`src/hw/rtl/ss3d_pkg.sv`:
```
// Shared types and constants for the 3D serpentine scan generator.
// Used by ss3d_out_buf and serpentine_scan_3d_generator; depends on nothing.
package ss3d_pkg;

    localparam int COORD_W = 13;
    localparam int CFG_W   = 13;
    localparam int DEPTH_W = 4;
    localparam int INDEX_W = 2;

    localparam logic [INDEX_W-1:0] REG_NUM_ROWS   = 2'd0;
    localparam logic [INDEX_W-1:0] REG_NUM_COLS   = 2'd1;
    localparam logic [INDEX_W-1:0] REG_DEPTH_LOG2 = 2'd2;

    localparam int ROWS_RESET  = 8;
    localparam int COLS_RESET  = 8;
    localparam int DEPTH_RESET = 3;

    typedef struct packed {
        logic [COORD_W-1:0] row;
        logic [COORD_W-1:0] col;
        logic [COORD_W-1:0] plane;
        logic               last;
    } t_coord;

endpackage

```
`src/hw/rtl/serpentine_scan_3d_generator.sv`:
```
// 3D serpentine scan generator: one (row, col, plane, last) item per input item.
// An accepted item is registered in the output register, or held in the skid entry while the output stalls.
// Throughput: one item per cycle while o_stall is low; a two-entry output buffer
// (output register plus skid) absorbs stalls.
// Reset: sizes return to 8 rows, 8 cols, 2^3 planes, the scan returns to its
// first coordinate with both directions forward, and the output buffer empties.
module serpentine_scan_3d_generator #(
    parameter int MAX_ROWS       = 4096,
    parameter int MAX_COLS       = 4096,
    parameter int MAX_DEPTH_LOG2 = 12
) (
    input  logic                             i_clk,
    input  logic                             i_rst_n,
    input  logic                             i_cfg_we,
    input  logic [ss3d_pkg::INDEX_W-1:0]     i_cfg_index,
    input  logic [ss3d_pkg::CFG_W-1:0]       i_cfg_data,
    input  logic                             i_valid,
    output logic                             o_stall,
    input  logic                             i_restart,
    output logic                             o_valid,
    input  logic                             i_stall,
    output logic [ss3d_pkg::COORD_W-1:0]     o_row,
    output logic [ss3d_pkg::COORD_W-1:0]     o_col,
    output logic [ss3d_pkg::COORD_W-1:0]     o_plane,
    output logic                             o_last
);

    localparam int RW = (MAX_ROWS > 1) ? $clog2(MAX_ROWS) : 1;
    localparam int CW = (MAX_COLS > 1) ? $clog2(MAX_COLS) : 1;
    localparam int PW = (MAX_DEPTH_LOG2 > 0) ? MAX_DEPTH_LOG2 : 1;

    // last index for a size register: zero acts as one, oversize clamps
    function automatic logic [31:0] size_last(input logic [ss3d_pkg::CFG_W-1:0] v,
                                              input int maxv);
        logic [31:0] res;
        if (v == '0) begin
            res = 32'd0;
        end else if (32'(v) > 32'(maxv)) begin
            res = 32'(maxv) - 32'd1;
        end else begin
            res = 32'(v) - 32'd1;
        end
        return res;
    endfunction

    // plane count minus one: a mask of the clamped depth's low bits
    function automatic logic [PW-1:0] plane_last(input logic [ss3d_pkg::DEPTH_W-1:0] d);
        logic [PW-1:0] m;
        int            dd;
        dd = (int'(d) > MAX_DEPTH_LOG2) ? MAX_DEPTH_LOG2 : int'(d);
        for (int i = 0; i < PW; i++) begin
            m[i] = (i < dd);
        end
        return m;
    endfunction

    logic [RW-1:0] r_nr_last;
    logic [CW-1:0] r_nc_last;
    logic [PW-1:0] r_np_last;

    logic [CW-1:0] r_col_step, n_col_step;
    logic [RW-1:0] r_row_step, n_row_step;
    logic [PW-1:0] r_plane,    n_plane;
    logic          r_col_rev,  n_col_rev;
    logic          r_row_rev,  n_row_rev;

    logic [CW-1:0] w_cs;
    logic [RW-1:0] w_rs;
    logic [PW-1:0] w_ps;
    logic          w_cr;
    logic          w_rr;
    logic          w_col_end;
    logic          w_row_end;
    logic          w_fin;
    logic [31:0]   w_row_val;
    logic [31:0]   w_col_val;
    logic [31:0]   w_plane_val;
    logic          w_accept;
    logic          w_cfg_hit;
    logic          w_full;

    ss3d_pkg::t_coord w_item;
    ss3d_pkg::t_coord w_out;

    assign w_accept  = i_valid && !w_full;
    assign o_stall   = w_full;
    assign w_cfg_hit = i_cfg_we && (i_cfg_index == ss3d_pkg::REG_NUM_ROWS ||
                                    i_cfg_index == ss3d_pkg::REG_NUM_COLS ||
                                    i_cfg_index == ss3d_pkg::REG_DEPTH_LOG2);

    // restart takes effect before this item's coordinate is formed
    always_comb begin
        w_cs = i_restart ? '0   : r_col_step;
        w_rs = i_restart ? '0   : r_row_step;
        w_ps = i_restart ? '0   : r_plane;
        w_cr = i_restart ? 1'b0 : r_col_rev;
        w_rr = i_restart ? 1'b0 : r_row_rev;

        w_col_end = (w_cs == r_nc_last);
        w_row_end = (w_rs == r_nr_last);
        w_fin     = w_col_end && w_row_end && (w_ps == r_np_last);

        w_row_val   = w_rr ? (32'(r_nr_last) - 32'(w_rs) + 32'd1) : (32'(w_rs) + 32'd1);
        w_col_val   = w_cr ? (32'(r_nc_last) - 32'(w_cs) + 32'd1) : (32'(w_cs) + 32'd1);
        w_plane_val = 32'(w_ps) + 32'd1;

        w_item.row   = w_row_val[ss3d_pkg::COORD_W-1:0];
        w_item.col   = w_col_val[ss3d_pkg::COORD_W-1:0];
        w_item.plane = w_plane_val[ss3d_pkg::COORD_W-1:0];
        w_item.last  = w_fin;

        n_col_step = w_cs + CW'(1);
        n_row_step = w_rs;
        n_plane    = w_ps;
        n_col_rev  = w_cr;
        n_row_rev  = w_rr;
        if (w_fin) begin
            n_col_step = '0;
            n_row_step = '0;
            n_plane    = '0;
            n_col_rev  = 1'b0;
            n_row_rev  = 1'b0;
        end else if (w_col_end) begin
            n_col_step = '0;
            n_col_rev  = !w_cr;
            n_row_step = w_rs + RW'(1);
            if (w_row_end) begin
                n_row_step = '0;
                n_row_rev  = !w_rr;
                n_plane    = w_ps + PW'(1);
            end
        end
    end

    always_ff @(posedge i_clk) begin
        if (!i_rst_n) begin
            r_nr_last  <= RW'(size_last(ss3d_pkg::CFG_W'(ss3d_pkg::ROWS_RESET), MAX_ROWS));
            r_nc_last  <= CW'(size_last(ss3d_pkg::CFG_W'(ss3d_pkg::COLS_RESET), MAX_COLS));
            r_np_last  <= plane_last(ss3d_pkg::DEPTH_W'(ss3d_pkg::DEPTH_RESET));
            r_col_step <= '0;
            r_row_step <= '0;
            r_plane    <= '0;
            r_col_rev  <= 1'b0;
            r_row_rev  <= 1'b0;
        end else if (w_cfg_hit) begin
            case (i_cfg_index)
                ss3d_pkg::REG_NUM_ROWS: begin
                    r_nr_last <= RW'(size_last(i_cfg_data, MAX_ROWS));
                end
                ss3d_pkg::REG_NUM_COLS: begin
                    r_nc_last <= CW'(size_last(i_cfg_data, MAX_COLS));
                end
                ss3d_pkg::REG_DEPTH_LOG2: begin
                    r_np_last <= plane_last(i_cfg_data[ss3d_pkg::DEPTH_W-1:0]);
                end
                default: begin
                end
            endcase
            // a write to any of the three size registers sends the scan home
            r_col_step <= '0;
            r_row_step <= '0;
            r_plane    <= '0;
            r_col_rev  <= 1'b0;
            r_row_rev  <= 1'b0;
        end else if (w_accept) begin
            r_col_step <= n_col_step;
            r_row_step <= n_row_step;
            r_plane    <= n_plane;
            r_col_rev  <= n_col_rev;
            r_row_rev  <= n_row_rev;
        end
    end

    ss3d_out_buf u_out_buf (
        .i_clk   (i_clk),
        .i_rst_n (i_rst_n),
        .i_load  (w_accept),
        .i_data  (w_item),
        .o_full  (w_full),
        .o_valid (o_valid),
        .i_stall (i_stall),
        .o_data  (w_out)
    );

    assign o_row   = w_out.row;
    assign o_col   = w_out.col;
    assign o_plane = w_out.plane;
    assign o_last  = w_out.last;

    a_skid_implies_out: assert property (@(posedge i_clk) disable iff (!i_rst_n)
        o_stall |-> o_valid)
        else $error("skid entry held while output register empty");

    a_steps_in_range: assert property (@(posedge i_clk) disable iff (!i_rst_n)
        (r_col_step <= r_nc_last) && (r_row_step <= r_nr_last) && (r_plane <= r_np_last))
        else $error("scan step beyond configured size");

    a_wrap_home: assert property (@(posedge i_clk) disable iff (!i_rst_n)
        (w_accept && w_fin) |=> (r_col_step == '0 && r_row_step == '0 && r_plane == '0 &&
                                 !r_col_rev && !r_row_rev))
        else $error("scan did not wrap to start after final coordinate");

    a_cfg_home: assert property (@(posedge i_clk) disable iff (!i_rst_n)
        w_cfg_hit |=> (r_col_step == '0 && r_row_step == '0 && r_plane == '0))
        else $error("register write did not restart the scan");

endmodule

```
`src/hw/rtl/ss3d_out_buf.sv`:
```
// Output register with a skid stage for scan coordinate items.
// Depends on ss3d_pkg for the t_coord item type.
module ss3d_out_buf (
    input  logic            i_clk,
    input  logic            i_rst_n,
    input  logic            i_load,
    input  ss3d_pkg::t_coord i_data,
    output logic            o_full,
    output logic            o_valid,
    input  logic            i_stall,
    output ss3d_pkg::t_coord o_data
);

    logic            r_out_valid;
    logic            r_skid_valid;
    ss3d_pkg::t_coord r_out;
    ss3d_pkg::t_coord r_skid;
    logic            w_move;

    assign w_move = !r_out_valid || !i_stall;

    always_ff @(posedge i_clk) begin
        if (!i_rst_n) begin
            r_out_valid  <= 1'b0;
            r_skid_valid <= 1'b0;
        end else if (w_move) begin
            r_out_valid  <= r_skid_valid || i_load;
            r_skid_valid <= 1'b0;
        end else if (i_load) begin
            r_skid_valid <= 1'b1;
        end
    end

    // drain the skid entry first so item order holds
    always_ff @(posedge i_clk) begin
        if (w_move) begin
            r_out <= r_skid_valid ? r_skid : i_data;
        end else if (i_load) begin
            r_skid <= i_data;
        end
    end

    assign o_full  = r_skid_valid;
    assign o_valid = r_out_valid;
    assign o_data  = r_out;

endmodule

```
`config.mk`:
```
export PLATFORM = sky130hd
export DESIGN_NAME = serpentine_scan_3d_generator
export DESIGN_NICKNAME = d
export VERILOG_FILES = /design/src/hw/rtl/ss3d_pkg.sv /design/src/hw/rtl/serpentine_scan_3d_generator.sv /design/src/hw/rtl/ss3d_out_buf.sv
export SDC_FILE = /design/constraint.sdc
export NUM_CORES = 1
export LEC_CHECK = 0
export BUFFER_PORTS_ARGS = -buffer_cell sky130_fd_sc_hd__buf_2
export CAP_MARGIN = 5
export CELL_PAD_IN_SITES_DETAIL_PLACEMENT = 1
export CELL_PAD_IN_SITES_GLOBAL_PLACEMENT = 1
export CORE_MARGIN = 4
export CORE_UTILIZATION = 43
export DETAILED_ROUTE_END_ITERATION = 10
export GPL_ROUTABILITY_DRIVEN = 0
export PLACE_DENSITY_LB_ADDON = 0.1
export SLEW_MARGIN = 40
export SYNTH_ARGS = -nofsm -noshare
export SYNTH_HDL_FRONTEND = slang
export SYNTH_SLANG_ARGS = --single-unit
```
`constraint.sdc`:
```
create_clock -name i_clk -period 3.85 [get_ports i_clk]
set_input_delay 0.385 -clock i_clk [delete_from_list [all_inputs] [get_ports i_clk]]
set_output_delay 0.385 -clock i_clk [all_outputs]
set_load 0.02 [all_outputs]
```
# Word-level counts from Yosys, hierarchy flattened
# Cells that the tools add are included.
word_totals:
  ff_bits: 156
  latchBits: 0
  ramBits: 0
  romBits: 0
  in_bits: 21
  output_inout_bits: 42
  elab_cells: 95
  n_memories: 0
classes:
  add_sub_neg: 11
  n_mul: 0
  div: 0
  magnitude_cmp: 14
  n_eq_ne: 5
  n_shift: 0
  mux: 24
  n_bitwise: 2
  reduce_logical: 21
op_table:
  columns: ["operator", "count"]
  rows:
  - ["$mux 12", 13]
  - ["$mux 40", 1]
  - ["$add 12x1->13 const B", 3]
  - ["$add 12x1->12 const B", 3]
  - ["$eq 12x12->1", 3]
  - ["$add 13x2->13 const B", 2]
  - ["$mux 13", 2]
  - ["$sub 12x12->13", 2]
  - ["$lt 3x4->1 const A", 4]
  - ["$lt 4x4->1 const A", 4]
  - ["$gt 13x13->1 const B", 1]
  - ["$logic_not 13->1", 1]
  - ["$sub 12x1->12 const B", 1]
  - ["$lt 1x4->1 const A", 2]
  - ["$lt 2x4->1 const A", 2]
  - ["$reduce_and 2->1", 4]
  - ["$mux 1", 7]
  - ["$logic_not 1->1", 5]
  - ["$gt 4x4->1 const B", 1]
  - ["$logic_and 1x1->1", 4]
  - ["$logic_or 1x1->1", 4]
  - ["$mux 4", 1]
  - ["$reduce_or 2->1", 2]
  - ["$eq 2x1->1 const B", 1]
  - ["other kinds (3)", 4]

# Depth between registers and ports, before layout
depth:
  word_depth: 5
  ltp_mapped: 17
  mapped_depth_nobuf: 12

# Modules after synthesis
# A second synthesis with hierarchy kept.
hier_totals:
  hier_cells: 1016
  area_unflattened_um2: 9545.4
by_module_without_submodules:
  columns: ["mod", "instances", "cells_per_inst", "area_per_inst_um2", "seq_area_each_um2"]
  rows:
  - ["serpentine_scan_3d_generator", 1, 884, 6378.6, 1481.4]
  - ["ss3d_out_buf", 1, 132, 3166.8, 2442.3]

# Worst setup path before layout
# No wires, ideal clock.
synth_timing:
  path_type: "input to register"
  start: "in i_restart"
  end: "reg u_out_buf.r_out (netlist bit u_out_buf.o_data[25]), data pin"
  arrival_ns: 3.798
  setup_slack_ns: -0.212
  cell_stages: 17
  path_buffers: 6
  cell_sequence: "buf_6 buf_6 buf_2 buf_1 clkbuf_1 buf_1 nor2b_1 ha_1 inv_1 ha_1 fa_1 a21o_1 a21oi_1 o211ai_1 a31o_2 o41ai_1 nor3_1"
synth_via:
  elab_chain_len: 5
  elab_cells_between_ends: 7
  classes_between: "add/sub (3); mux (4)"
synth_lines:
  columns: ["element", "line", "rtl"]
  rows:
  - ["start, declared", "serpentine_scan_3d_generator.sv:19", "input logic i_restart,"]
  - ["$mux 12", "serpentine_scan_3d_generator.sv:93", "w_cs = i_restart ? '0 : r_col_step;"]
  - ["$sub 12x12->13", "serpentine_scan_3d_generator.sv:104", "w_col_val = w_cr ? (32'(r_nc_last) - 32'(w_cs) + 32'd1) : (32'(w_cs) + 32'd1);"]
  - ["$add 13x2->13", "serpentine_scan_3d_generator.sv:104", null]
  - ["$mux 13 (*)", "serpentine_scan_3d_generator.sv:104", null]
  - ["$mux 40 (*)", "ss3d_out_buf.sv:37", "r_out <= r_skid_valid ? r_skid : i_data;"]
  - ["end signal, assigned", "ss3d_out_buf.sv:37", null]
  - ["end, declared", "ss3d_out_buf.sv:16", "ss3d_pkg::t_coord r_out;"]
# Every way passes the cells marked *; elsewhere a longest branch is shown, timed or not.
# A chain may end at the register's enable or synchronous reset.

# Worst setup path after layout
layout_timing:
  start: "reg r_col_step[1]"
  end: "reg u_out_buf.r_out (netlist bit u_out_buf.o_data[25]), data pin"
layout_via:
  elab_chain_len: 5
  elab_cells_between_ends: 6
  classes_between: "add/sub (3); mux (3)"
layout_lines:
  columns: ["element", "line", "rtl"]
  rows:
  - ["start, declared", "serpentine_scan_3d_generator.sv:61", "logic [CW-1:0] r_col_step, n_col_step;"]
  - ["start signal, assigned", "serpentine_scan_3d_generator.sv:166", "r_col_step <= n_col_step;"]
  - ["$mux 12 (*)", "serpentine_scan_3d_generator.sv:93", null]
  - ["$sub 12x12->13", "serpentine_scan_3d_generator.sv:104", null]
  - ["$add 13x2->13", "serpentine_scan_3d_generator.sv:104", null]
  - ["$mux 13 (*)", "serpentine_scan_3d_generator.sv:104", null]
  - ["$mux 40 (*)", "ss3d_out_buf.sv:37", null]
# Marks and branches as above.

==> summary.md <==
| Metric | Value |
|---|---|
| Detailed-router iteration count before antenna repair | 5 |
| Gr usage total | 21.9% |
| Hpwl dp | 18900 um |
| Library cells used by synthesis | 87 |
| Hold_buf cts | 0 |
| Vias | 7605 |
| Routed len/inst | 19.7 um |
| Worst Tran Pin Value | 795 ps |
| Post-CTS setup buffer count | 0 |
| Clock skew | 11.8 ps |
| Clock transition at the registers of the reported paths | 80 ps |
| Post-Route WL | 25900 um |
| Top Ports | 63 |
| Arrival @ worst endpoint | 3430 ps |
| Clock latency on the worst-skew pair | 440 ps |
| Crit path time final | 3240 ps |
| MaxCap Viol Count | 0 |
| Peak fanout along the critical path | 8 |
| Hold violation count in the final report | 0 |
| DR vias/cell | 5.78 |
| Routed Antenna Nets | 0 |
| Final net count | 1102 |
| Ant diodes | 0 |
| Critical Path RT | 4040 ps |
| Yosys reg bits | 156 |
| Grt ovf | 0 |
| CTS Buf Count | 17 |
| Root buf cell | clkbuf_16 |
| YS warnings | 0 |
| Slew margin rel. | 47.0% |
| Antenna violations before repair | 0 |
| PostCTS Resize Cnt | 0 |
| Critical path class | reg -> reg |
| Synth Net Count | 1059 |
| Global-route wire length before repair | 42700 um |
| IO Port Bufs | 62 |
| Worst Hold Class | in -> reg |
| Core area | 21300 um2 |
| Die area | 24400 um2 |
| Max Clk Rate | 0.309 GHz |
| Iter 0 DRT Violations | 422 |
| Power per cell area | 384 nW/um2 |
| Die width | 156 um |
| Ratio of cells with drive above 1 in the final layout | 18.2% |
| Vias in the first global route | 7715 |
| Final setup viols | 0 |
| Clock tree buffer depth | 2 |
| Clock sinks | 156 |
| Site Rows | 53 |
| Post-Syn Area | 9440 um2 |
| Crit share post-route | 84.2% |
| Post-route insts no fill | 1315 |
| Drc violations | 0 |
| Placed Instances | 1283 |
| Slew Limit Fails | 0 |
| CTS tree | built |
| Initial core utilization | 44.3% |
| DIE HEIGHT | 156 um |
| VDD IR max | 0.295 mV |
| Final setup TNS | 0 ps |
| RSZ-0062 raised after global routing | false |
| Setup crit start kind | flip-flop |
| Ys async rst share | 0% |
| Syn Inst Count | 984 |
| H-tree depth reported by CTS | 4 |
| Synth-to-layout area growth | 11.3% |
| Ys flop type | edfxtp_1 |
| Register area share after synthesis | 41.6% |
| Pleak | 3.98 nW |
| Avg Cell Area, Syn | 9.59 um2 |
| Status | complete, no violations |
| Critical Path Sink Type | flip-flop |
| Largest net degree at the start of global routing | 64 |
| Number of synthesized flops with an enable pin | 80 |
[cell usage after synthesis (21+ instances only)]
cell type / n / share of area (%)
nor2_1: 81 / 3.2
nand3_1: 25 / 1.3
xnor2_1: 31 / 2.9
nor3_1: 34 / 1.8
dfxtp_1: 76 / 16
edfxtp_1: 80 / 25
a211oi_1: 21 / 1.7
ha_1: 52 / 6.9
clkbuf_1: 28 / 1.1
xor2_1: 27 / 2.5
mux2_2: 29 / 3.5
o21ai_0: 38 / 2.0
nand2_1: 111 / 4.4
inv_1: 28 / 1.1
a21oi_1: 51 / 2.7
[cell type report]
class	instances	area, um2
Inverter	29	109
Timing Repair Buffer	81	453
Tap cell	275	344
Clock inverter	15	166
Multi-Input combinational cell	742	5080
Sequential cell	156	3930
Fill cell	2421	10800
Clock buffer	17	425
[path summary, 6_finish.rpt]
| check | start | endpoint | slack [ps] | cells after the start |
|---|---|---|---|---|
| worst min register to register | r_nr_last[1]$_SDFFE_PN1P_ | r_nr_last[1]$_SDFFE_PN1P_ | 490 | 2 |
| worst max-delay path | r_col_step[1]$_SDFFE_PP0P_ | u_out_buf.o_data[25]$_DFFE_PP_ | 610 | 11 |
| worst min-delay path | i_valid | u_out_buf.o_valid$_SDFFE_PN0P_ | 260 | 3 |
| worst max register to register | r_col_step[1]$_SDFFE_PP0P_ | u_out_buf.o_data[25]$_DFFE_PP_ | 610 | 11 |
[worst max-delay path: stages (launching register included)]
cell	delay [ps]
dfxtp_1	500
nor2b_1	240
ha_1	200
inv_1	60
ha_1	240
fa_1	430
a21o_1	180
a21oi_1	300
o211ai_1	210
a31o_2	310
o41ai_1	250
nor3_1	80
[cells in the final DEF (no fill, tap or decap), drive strengths merged, types with 13 or more instances in the layout]
master / Yosys / layout
buf: 23 / 81
xnor2: 31 / 31
dfxtp: 76 / 76
edfxtp: 80 / 80
o21ai: 40 / 40
a21oi: 51 / 51
mux2: 29 / 29
xor2: 27 / 27
clkbuf: 33 / 17
nand4: 14 / 14
nor2b: 13 / 13
nand3: 25 / 25
a211oi: 23 / 23
ha: 52 / 52
nor4: 14 / 14
nor2: 83 / 83
nor3: 38 / 38
nand2: 111 / 111
a22o: 15 / 15
o211ai: 13 / 13
inv: 29 / 38
[metrics by stage]
| step | area (um2) | total power [mW] | hold slack [ps] | utilization [%] | setup slack, ps |
|---|---|---|---|---|---|
| 3_5_place_dp | 9910 | 2.37 | 479 | 46.6 | 225 |
| 2_1_floorplan | 9440 | 2.22 | 436 | - | 113 |
| 3_3_place_gp | 9910 | 2.36 | 469 | 46.6 | 351 |
| 5_1_grt | 10500 | 4.21 | 270 | 49.4 | 429 |
| 4_1_cts | 10500 | 4.08 | 258 | 49.4 | 632 |
| 6_report | 10500 | 4.04 | 264 | 49.4 | 610 |
[flip-flops by register name (all words and copies together) (netlist names)]
register,count
u_out_buf.o_data,40
r_row_rev,1
r_nr_last,12
u_out_buf.o_full,1
u_out_buf.r_skid,40
r_col_rev,1
r_np_last,12
r_plane,12
r_nc_last,12
u_out_buf.o_valid,1
r_row_step,12
r_col_step,12
[per-layer routing]
| layer | up-vias | global-route usage, % | wire length, um |
|---|---|---|---|
| met5 | - | 0 | 0 |
| met3 | 17 | 4.05 | 1040 |
| met4 | 0 | 4.50 | 197 |
| li1 | 3711 | - | - |
| met1 | 3763 | 31.2 | 12700 |
| met2 | 114 | 35.1 | 12000 |
[power breakdown]
group / internal, mW / switching [mW]
Combinational: 0.193 / 0.321
Clock: 0.873 / 0.825
Sequential: 1.79 / 0.0335
Total: 2.86 / 1.18
[logic make-up (layout without fill, tap and decap cells)]
family / after synthesis / after routing / synth area share, %
buffers and inverters: 86 / 142 / 4.69
AOI/OAI and AO/OA: 230 / 230 / 16.9
and+or+nand+nor: 363 / 363 / 19.8
DFF: 156 / 156 / 41.6
adders and majority gates: 58 / 58 / 7.76
muxes: 33 / 33 / 3.88
xor gates and xnor gates: 58 / 58 / 5.38
No activity file was read; power rests on OpenSTA's default activity.
